File: config.mk
export PLATFORM = sky130hd
export DESIGN_NAME = ssa_ctrl
export DESIGN_NICKNAME = d
export VERILOG_FILES = /design/src/rtl/ssa_pkg.sv /design/src/rtl/ssa_ctrl.sv
export SDC_FILE = /design/constraint.sdc
export NUM_CORES = 1
export LEC_CHECK = 0
export ABC_AREA = 1
export BUFFER_PORTS_ARGS = -buffer_cell sky130_fd_sc_hd__buf_2
export CORE_MARGIN = 3
export CORE_UTILIZATION = 44
export CTS_CLUSTER_SIZE = 20
export DETAILED_ROUTE_END_ITERATION = 8
export PLACE_DENSITY = 0.71
export SLEW_MARGIN = 20
export SYNTH_ARGS = -nofsm -noshare
export SYNTH_HDL_FRONTEND = slang
export SYNTH_SLANG_ARGS = --single-unit
File: constraint.sdc
create_clock -name clk -period 1.3 [get_ports clk]
set_input_delay 0.195 -clock clk [delete_from_list [all_inputs] [get_ports clk]]
set_output_delay 0.195 -clock clk [all_outputs]
set_load 0.05 [all_outputs]
File: src/rtl/ssa_pkg.sv
`timescale 1ns / 1ps

package ssa_pkg;

  // sample and result field widths
  localparam int SAMPLE_WIDTH = 16;
  localparam int CNT_OUT_W    = 17;
  localparam int MEAN_W       = 24;
  localparam int VAR_W        = 39;
  localparam int SD_W         = 24;

  // finalizer word sizes; products and their sums are kept modulo 2^64
  localparam int WORD_W     = 64;
  localparam int HALF_W     = 32;
  localparam int DIV_W      = WORD_W + 8;
  localparam int DIV_STEPS  = DIV_W;
  localparam int SQRT_STEPS = WORD_W / 2;
  localparam int MUL_STEPS  = 6;
  localparam int STEP_W     = 7;

  // running min and max start values
  localparam logic signed [SAMPLE_WIDTH-1:0] SMP_MAX = {1'b0, {(SAMPLE_WIDTH-1){1'b1}}};
  localparam logic signed [SAMPLE_WIDTH-1:0] SMP_MIN = {1'b1, {(SAMPLE_WIDTH-1){1'b0}}};

  // multiplier sequence steps
  localparam logic [2:0] MUL_NSQ_LO = 3'd0;
  localparam logic [2:0] MUL_NSQ_HI = 3'd1;
  localparam logic [2:0] MUL_SM_LO  = 3'd2;
  localparam logic [2:0] MUL_SM_X   = 3'd3;
  localparam logic [2:0] MUL_DIV    = 3'd4;
  localparam logic [2:0] MUL_DRAIN  = 3'd5;

  // controller to datapath commands
  typedef struct packed {
    logic       acc_en;
    logic       mul_en;
    logic [2:0] mul_step;
    logic       div_load;
    logic       div_sel_var;
    logic       div_step;
    logic       cap_mean;
    logic       cap_var;
    logic       sqrt_load;
    logic       sqrt_step;
    logic       load_out;
  } ssa_cmd_t;

  // datapath to controller status
  typedef struct packed {
    logic multi;
  } ssa_status_t;

endpackage

File: src/rtl/ssa_ctrl.sv
`timescale 1ns / 1ps

module ssa_ctrl (
  input  logic                 clk,
  input  logic                 rst_n,
  input  logic                 in_valid,
  input  logic                 in_last,
  output logic                 in_ready,
  output logic                 out_valid,
  input  logic                 out_ready,
  input  ssa_pkg::ssa_status_t status,
  output ssa_pkg::ssa_cmd_t    cmd
);

  localparam logic [2:0] S_ACC   = 3'd0;
  localparam logic [2:0] S_MUL   = 3'd1;
  localparam logic [2:0] S_DMEAN = 3'd2;
  localparam logic [2:0] S_VLOAD = 3'd3;
  localparam logic [2:0] S_DVAR  = 3'd4;
  localparam logic [2:0] S_SLOAD = 3'd5;
  localparam logic [2:0] S_SQRT  = 3'd6;
  localparam logic [2:0] S_OUT   = 3'd7;

  localparam logic [ssa_pkg::STEP_W-1:0] MUL_LAST  = ssa_pkg::STEP_W'(ssa_pkg::MUL_STEPS - 1);
  localparam logic [ssa_pkg::STEP_W-1:0] DIV_LAST  = ssa_pkg::STEP_W'(ssa_pkg::DIV_STEPS - 1);
  localparam logic [ssa_pkg::STEP_W-1:0] SQRT_LAST = ssa_pkg::STEP_W'(ssa_pkg::SQRT_STEPS - 1);

  logic [2:0]                  state_r, state_nxt;
  logic [ssa_pkg::STEP_W-1:0]  cnt_r, cnt_nxt;
  logic                        out_valid_r, out_valid_nxt;

  // sequencing of accumulation and the per-set finalizer
  always_comb begin
    state_nxt = state_r;
    cnt_nxt   = cnt_r;
    in_ready  = 1'b0;
    cmd       = '0;
    case (state_r)
      S_ACC: begin
        in_ready = 1'b1;
        if (in_valid) begin
          cmd.acc_en = 1'b1;
          if (in_last) begin
            state_nxt = S_MUL;
            cnt_nxt   = '0;
          end
        end
      end
      S_MUL: begin
        cmd.mul_en   = 1'b1;
        cmd.mul_step = cnt_r[2:0];
        if (cnt_r == MUL_LAST) begin
          cmd.div_load = 1'b1;
          state_nxt    = S_DMEAN;
          cnt_nxt      = '0;
        end else begin
          cnt_nxt = cnt_r + 1'b1;
        end
      end
      S_DMEAN: begin
        cmd.div_step = 1'b1;
        if (cnt_r == DIV_LAST) begin
          state_nxt = S_VLOAD;
          cnt_nxt   = '0;
        end else begin
          cnt_nxt = cnt_r + 1'b1;
        end
      end
      S_VLOAD: begin
        cmd.cap_mean = 1'b1;
        if (status.multi) begin
          cmd.div_load    = 1'b1;
          cmd.div_sel_var = 1'b1;
          state_nxt       = S_DVAR;
        end else begin
          state_nxt = S_OUT;
        end
      end
      S_DVAR: begin
        cmd.div_step = 1'b1;
        if (cnt_r == DIV_LAST) begin
          state_nxt = S_SLOAD;
          cnt_nxt   = '0;
        end else begin
          cnt_nxt = cnt_r + 1'b1;
        end
      end
      S_SLOAD: begin
        cmd.cap_var   = 1'b1;
        cmd.sqrt_load = 1'b1;
        state_nxt     = S_SQRT;
      end
      S_SQRT: begin
        cmd.sqrt_step = 1'b1;
        if (cnt_r == SQRT_LAST) begin
          state_nxt = S_OUT;
          cnt_nxt   = '0;
        end else begin
          cnt_nxt = cnt_r + 1'b1;
        end
      end
      S_OUT: begin
        // wait until the output register is free
        if (!out_valid_r || out_ready) begin
          cmd.load_out = 1'b1;
          state_nxt    = S_ACC;
        end
      end
      default: begin
        state_nxt = S_ACC;
        cnt_nxt   = '0;
      end
    endcase
  end

  // output valid flag
  always_comb begin
    out_valid_nxt = out_valid_r;
    if (cmd.load_out) begin
      out_valid_nxt = 1'b1;
    end else if (out_ready) begin
      out_valid_nxt = 1'b0;
    end
  end

  always_ff @(posedge clk) begin
    if (!rst_n) begin
      state_r     <= S_ACC;
      cnt_r       <= '0;
      out_valid_r <= 1'b0;
    end else begin
      state_r     <= state_nxt;
      cnt_r       <= cnt_nxt;
      out_valid_r <= out_valid_nxt;
    end
  end

  assign out_valid = out_valid_r;

endmodule

==> results.sh, run 1 <==
export IMPL_status="did not finish"
export IMPL_stop_stage="global routing (5_1_grt)"
export IMPL_error_line="[ERROR DPL-0038] Utilization greater than 100%, impossible to legalize"
export IMPL_worst_ep_kind="primary output"
export IMPL_start_util=0.478
export IMPL_gp_congestion=0.857
export IMPL_fp_dieW_um=49.8
export IMPL_cts_buffers=3
export IMPL_port_buffers=20
export IMPL_row_count=15
export IMPL_postSynthAreaPerCell_um2=6.20
export IMPL_pre_cts_slack_ns=-0.102
export IMPL_clock_path_buffers=2
export IMPL_grt_max_degree=9
export IMPL_synthCells=136
export IMPL_die_y_um=49.8
export IMPL_synth_seq_area_share=0.261
export IMPL_ioPinCount=21
export IMPL_hold_buffers=0
export IMPL_crit_endpoint="cmd[7]"
export IMPL_ys_ff_latch=11
export IMPL_synth_warnings=0
export IMPL_cts_sinks=11
export IMPL_root_buffer="clkbuf_4"
export IMPL_place_hpwl_mm=1.94
export IMPL_h_tree_depth=1
export IMPL_synth_area_um2=843
export IMPL_synth_fp_nets=144
export IMPL_synth_cell_type_count=26
[synth_stat cells (all sizes together)]
library cell | n | area (µm²)
nand4 | 1 | 6.26
o21ai | 7 | 35.0
clkinv | 1 | 5.00
o211ai | 1 | 7.51
buf | 3 | 22.5
dfxtp | 11 | 220
a21oi | 6 | 30.0
ha | 2 | 25.0
inv | 25 | 96.3
nand2 | 26 | 125
o21a | 1 | 7.51
o21bai | 1 | 7.51
and3 | 1 | 6.26
o22ai | 1 | 6.26
nand3 | 14 | 80.1
nor2 | 30 | 133
nor3 | 5 | 30.0
[kinds of logic after synthesis]
logic type,share of synthesized area
AOI/OAI and AO/OA,0.111
adders and majority gates,0.0297
buffers and inverters,0.147
DFF,0.261
and+or+nand+nor,0.451
[what timing repair did]
item / CTS
resized for setup: 68
setup endpoints to repair: 24
setup buffers: 14
pin swaps: 13
endpoints found under the hold margin: 0
[stage by stage]
stage	hold WS (ns)	cells	utilization	area, µm²
floorplan	0.293	136	-	933
global placement	0.500	196	0.667	1180
detailed placement	0.509	196	0.667	1180
CTS	0.208	214	0.882	1560
==> run 2, diff against run 1 <==
--- a/config.mk
+++ b/config.mk
@@ -7,11 +7,10 @@
 export LEC_CHECK = 0
 export ABC_AREA = 1
 export BUFFER_PORTS_ARGS = -buffer_cell sky130_fd_sc_hd__buf_2
-export CORE_MARGIN = 3
-export CORE_UTILIZATION = 44
-export CTS_CLUSTER_SIZE = 20
+export CORE_AREA = 3 3 64 66
 export DETAILED_ROUTE_END_ITERATION = 8
-export PLACE_DENSITY = 0.71
+export DIE_AREA = 0 0 67 69
+export PLACE_DENSITY_LB_ADDON = 0.15
 export SLEW_MARGIN = 20
 export SYNTH_ARGS = -nofsm -noshare
 export SYNTH_HDL_FRONTEND = slang
==> constraint.sdc (replaced) <==
create_clock -name clk -period 1.69 [get_ports clk]
set_input_delay 0.2535 -clock clk [delete_from_list [all_inputs] [get_ports clk]]
set_output_delay 0.2535 -clock clk [all_outputs]
set_load 0.05 [all_outputs]
==> run 2 against run 1 <==
  * The run now ends clean
  * Area after synthesis is the same
  * Synthesized cell count is the same
==> results.sh, run 2 <==
export IMPL_die_area_mm2=0.00462
export IMPL_cap_violations=0
export IMPL_status="completed"
export IMPL_synth_fp_nets=144
export IMPL_layout_nets=167
export IMPL_routed_wl_mm=2.10
export IMPL_synthFlopType="dfxtp_1"
export IMPL_row_count=22
export IMPL_synth_edf_count=0
export IMPL_antenna_cells=0
export IMPL_slew_headroom=0.832
export IMPL_synthArstFlopShare=0
export IMPL_grt_max_degree=9
export IMPL_setup_viol=0
export IMPL_cts_tree="built"
export IMPL_synthTopCellsByCount="nor2_1, inv_1, nand2_1"
export IMPL_antenna_found_initial=0
export IMPL_power_frac_clock=0.168
export IMPL_fp_dieW_um=67
export IMPL_p_int_uw=759
export IMPL_yosys_area_top_type="dfxtp_1"
export IMPL_start_util=0.232
export IMPL_synth_area_um2=843
export IMPL_power_total_uw=1670
export IMPL_grt_pass1_vias=838
export IMPL_syn_to_final_growth_pct=27.9
export IMPL_synth_warnings=0
export IMPL_grt_pass1_wl_mm=3.62
export IMPL_port_buffers=20
export IMPL_crit_fanout=4
export IMPL_hold_slack_ns=0.311
export IMPL_dr_first_iter_drc_count=25
export IMPL_layout_common_cells="nor2_1, inv_1, nand2_1"
export IMPL_drive_above_1_share=0.329
export IMPL_clk_latency_ns=0.24
export IMPL_rsz0062_at_grt="true"
export IMPL_wl_per_cell_um=10.2
export IMPL_start_kind="flip-flop"
export IMPL_power_switching_uw=907
export IMPL_synth_seq_area_share=0.261
export IMPL_grt_use_total=0.100
export IMPL_die_y_um=69
export IMPL_place_hpwl_mm=1.70
export IMPL_p_seq_frac=0.231
export IMPL_cp_arrival_ns=1.37
export IMPL_clkTransAtPathRegs_ns=0.05
export IMPL_postSynthAreaPerCell_um2=6.20
export IMPL_skew_ns=0.00160
export IMPL_power_density_mw_per_mm2=1540
export IMPL_worst_pin_slew_ns=0.254
export IMPL_max_freq_mhz=616
export IMPL_endpoint_kind="primary output"
export IMPL_synth_area_leaders="dfxtp_1, nor2_1, inv_1"
export IMPL_h_tree_depth=1
export IMPL_p_comb_frac=0.602
export IMPL_core_area_mm2=0.00363
export IMPL_ioPinCount=21
export IMPL_period_minus_slack_ns=1.62
export IMPL_met1_length_mm=1.03
export IMPL_antenna_left=0
export IMPL_ys_ff_latch=11
export IMPL_synthMostInstantiatedCell="nor2_1"
export IMPL_clock_path_buffers=2
export IMPL_min_period_over_period=0.961
export IMPL_synthCells=136
export IMPL_gp_congestion=0.822
export IMPL_min_path_type="in2reg"
export IMPL_drv_slew=0
export IMPL_vias_per_cell=4.13
export IMPL_root_buffer="clkbuf_8"
export IMPL_synth_top_area_frac=0.261
export IMPL_wl_met2_um=875
export IMPL_final_common_cell="nor2_1"
export IMPL_drc=0
export IMPL_regMostFlops="cnt_r"
export IMPL_wl_met3_um=153
export IMPL_crit_required_ns=1.44
export IMPL_cts_buffers=3
export IMPL_vias=851
export IMPL_largest_reg_flops=7
export IMPL_hold_viol=0
export IMPL_power_leakage_uw=0.000530
export IMPL_cts_sinks=11
export IMPL_top_layer_used="met4"
export IMPL_gr_total_overflow=0
export IMPL_synth_cell_type_count=26
export IMPL_fill_cells=442
export IMPL_dr_pass1_iters=4
export IMPL_irDropWorstVdd_v=0.000349
export IMPL_p_sw_frac=0.544
export IMPL_criticalPathCategory="reg2out"
run 2: kinds of logic (layout without fill, tap and decap cells):
| logic type | count (synthesis) | in the layout | synth area share |
|---|---|---|---|
| buffers and inverters | 29 | 51 | 0.147 |
| and+or+nand+nor | 77 | 77 | 0.451 |
| adders and majority gates | 2 | 2 | 0.0297 |
| AOI/OAI and AO/OA | 17 | 17 | 0.111 |
| DFF | 11 | 11 | 0.261 |
run 2: timing repair:
action | 4_1_cts | 5_1_grt
hold buffers | 0 | 0
endpoints found under the setup margin | 3 | 5
buffers inserted | 0 | 1
gates resized for setup | 5 | 7
pin swaps | 1 | 1
run 2: metal layers:
| layer | track usage | vias to the layer above |
|---|---|---|
| li1 | - | 467 |
| met1 | 0.125 | 360 |
| met2 | 0.154 | 19 |
| met3 | 0.0358 | 5 |
| met4 | 0.0405 | 0 |
| met5 | 0 | - |
run 2: cell type report:
cell class / count / area, µm² / area share
Tap cell: 48 / 60.1 / 0.0557
Sequential cell: 11 / 223 / 0.206
Inverter: 26 / 101 / 0.0940
Multi-Input combinational cell: 96 / 523 / 0.485
Timing Repair Buffer: 21 / 126 / 0.117
Clock buffer: 4 / 45.0 / 0.0418
run 2: path summary, 6_finish.rpt:
check	startpoint	end	slack, ns	cells past startpoint
worst min-delay path	rst_n	state_r[0]$_SDFFE_PN0P_	0.31	3
worst min register to register	cnt_r[1]$_SDFFE_PN0P_	cnt_r[1]$_SDFFE_PN0P_	0.50	2
worst max-delay path	cnt_r[1]$_SDFFE_PN0P_	cmd[7]	0.07	7
worst max register to register	cnt_r[1]$_SDFFE_PN0P_	state_r[1]$_SDFFE_PN0P_	0.24	10
run 2: worst max-delay path, stage by stage, from the launching register on:
cell and delay (ns):
dfxtp_1 0.33, inv_1 0.08, ha_1 0.16, nand3_2 0.09, nor2_4 0.12, inv_1 0.06, o22ai_2 0.10, buf_6 0.18
run 2: power by group through the flow:
stage | Clock [µW] | Combinational, µW | Sequential [µW]
6_report | 279 | 1000 | 384
3_5_place_dp | 0 | 1000 | 386
4_1_cts | 283 | 1010 | 386
5_1_grt | 297 | 1110 | 396
3_3_place_gp | 0 | 1000 | 382
2_1_floorplan | 0 | 845 | 347
run 2: per-stage QoR:
step                utilization  area (µm²)  TNS [ns]  instances  setup slack [ns]
finish                    0.297        1080         0        206            0.0654
global route              0.297        1080   -0.0780        206           -0.0373
CTS                       0.289        1050         0        205            0.0108
detailed placement        0.273         992         0        201             0.176
global placement          0.273         992         0        201             0.208
floorplan                     -         855   -0.0813        136           -0.0813
No activity file was read; power rests on OpenSTA's default activity.
==> run 3, diff against run 2 <==
--- a/config.mk
+++ b/config.mk
@@ -8,9 +8,11 @@
 export ABC_AREA = 1
 export BUFFER_PORTS_ARGS = -buffer_cell sky130_fd_sc_hd__buf_2
 export CORE_AREA = 3 3 64 66
+export CTS_BUF_LIST = sky130_fd_sc_hd__clkbuf_4 sky130_fd_sc_hd__clkbuf_8
 export DETAILED_ROUTE_END_ITERATION = 8
 export DIE_AREA = 0 0 67 69
 export PLACE_DENSITY_LB_ADDON = 0.15
+export REMOVE_ABC_BUFFERS = 1
 export SLEW_MARGIN = 20
 export SYNTH_ARGS = -nofsm -noshare
 export SYNTH_HDL_FRONTEND = slang
==> run 3 against run 2 <==
  * First-iteration DRC count grew 88%
  * Via count is 3.6% higher
  * Maximum frequency grew 0.92%
  * Largest cell class unchanged
  * Highest routed layer unchanged
==> results.sh, run 3 (same netlist as run 2, synthesis figures left out) <==
export IMPL_min_period_over_period=0.953
export IMPL_grt_max_degree=9
export IMPL_die_y_um=69
export IMPL_drv_slew=0
export IMPL_setup_tns_ns=0
export IMPL_hold_buffers=0
export IMPL_root_buffer="clkbuf_8"
export IMPL_drive_above_1_share=0.367
export IMPL_worst_pin_slew_ns=0.243
export IMPL_start_kind="flip-flop"
export IMPL_gp_congestion=0.815
export IMPL_gr_total_overflow=0
export IMPL_wl_per_cell_um=10.2
export IMPL_power_density_mw_per_mm2=1560
export IMPL_power_leakage_uw=0.000534
export IMPL_start_util=0.232
export IMPL_h_tree_depth=1
export IMPL_layout_common_cells="nor2_1, inv_1, nand2_1"
export IMPL_core_area_mm2=0.00363
export IMPL_clk_latency_ns=0.24
export IMPL_syn_to_final_growth_pct=28.0
export IMPL_layout_nets=167
export IMPL_cp_startpoint="cnt_r[1]$_SDFFE_PN0P_"
export IMPL_cts_tree="built"
export IMPL_vias=882
export IMPL_final_common_cell="nor2_1"
export IMPL_cap_violations=0
export IMPL_skew_ns=0.000661
export IMPL_period_minus_slack_ns=1.61
export IMPL_largest_reg_flops=7
export IMPL_cts_buffers=3
export IMPL_fill_cells=428
export IMPL_place_hpwl_mm=1.68
export IMPL_worstHoldStart="rst_n"
export IMPL_fp_dieW_um=67
export IMPL_min_path_type="in2reg"
export IMPL_criticalPathCategory="reg2out"
export IMPL_status="completed"
export IMPL_crit_required_ns=1.44
export IMPL_antenna_left=0
export IMPL_grt_pass1_wl_mm=3.37
export IMPL_rsz0062_at_grt="true"
export IMPL_dr_pass1_iters=4
export IMPL_dr_first_iter_drc_count=47
export IMPL_regMostFlops="cnt_r"
export IMPL_stdcell_count=206
export IMPL_ioPinCount=21
export IMPL_drc=0
export IMPL_endpoint_kind="primary output"
export IMPL_hold_viol=0
export IMPL_antenna_cells=0
export IMPL_vias_per_cell=4.28
export IMPL_cts_sinks=11
export IMPL_clkTransAtPathRegs_ns=0.05
export IMPL_cp_arrival_ns=1.36
export IMPL_setup_viol=0
export IMPL_clock_path_buffers=2
export IMPL_grt_pass1_vias=757
export IMPL_irDropWorstVdd_v=0.000368
export IMPL_crit_fanout=4
export IMPL_row_count=22
export IMPL_routed_wl_mm=2.09
export IMPL_max_freq_mhz=621
export IMPL_slew_headroom=0.837
export IMPL_r2r_start="cnt_r[1]$_SDFFE_PN0P_"
export IMPL_place_inst=201
export IMPL_port_buffers=20
export IMPL_grt_use_total=0.0927
export IMPL_antenna_found_initial=0
export IMPL_die_area_mm2=0.00462
## run 3: cell count changes in the layout (fill, tap and decap cells not counted), moves of 2 or more
cell | previous run | this run
inv_1 | 20 | 18
inv_2 | 4 | 6
dfxtp_1 | 9 | 7
buf_2 | 14 | 17
## run 3: final cells by class
| cell class | count | area (µm²) | area share |
|---|---|---|---|
| tap | 48 | 60.1 | 0.0556 |
| inverter | 26 | 101 | 0.0939 |
| sequential | 11 | 228 | 0.211 |
| multi-input combinational | 96 | 523 | 0.484 |
| clock buffer | 4 | 48.8 | 0.0452 |
| timing repair buffer | 21 | 119 | 0.110 |
## run 3: metrics by stage
stage	area [µm²]	utilization	power (µW)	hold WS, ns	setup WS [ns]
floorplan	821	-	1170	0.351	-1.22
global placement	981	0.270	1380	0.486	0.224
detailed placement	981	0.270	1370	0.496	0.188
CTS	1030	0.285	1680	0.319	0.00116
global route	1080	0.297	1800	0.333	-0.000335
finish	1080	0.297	1680	0.328	0.0802
## run 3: final timing paths
kind | to | slack, ns | cells past startpoint
max | cmd[7] | 0.08 | 7
min | state_r[0]$_SDFFE_PN0P_ | 0.33 | 3
max reg2reg | state_r[1]$_SDFFE_PN0P_ | 0.26 | 10
min reg2reg | cnt_r[1]$_SDFFE_PN0P_ | 0.51 | 2
## run 3: per-layer routing
layer,wire length (µm),up-vias,track usage
met4,27,0,0.0405
met3,88,2,0.0179
li1,-,474,-
met5,0,-,0
met1,1040,393,0.125
met2,937,13,0.141
## run 3: timing repair
item,in CTS,in global routing
setup endpoints to repair,4,7
pin swaps,1,3
buffers inserted,0,1
gates resized for setup,3,14
## run 3: worst max-delay path: stages (launching register included)
cell and delay [ns]:
dfxtp_4 0.35, inv_2 0.05, ha_2 0.16, nand3_2 0.09, nor2_4 0.13, inv_2 0.05
o22ai_2 0.11, buf_6 0.18
## run 3: where the power goes
part	switching, µW	total, µW	internal (µW)
logic	722	1000	283
registers	75.3	390	314
clock network	105	287	182
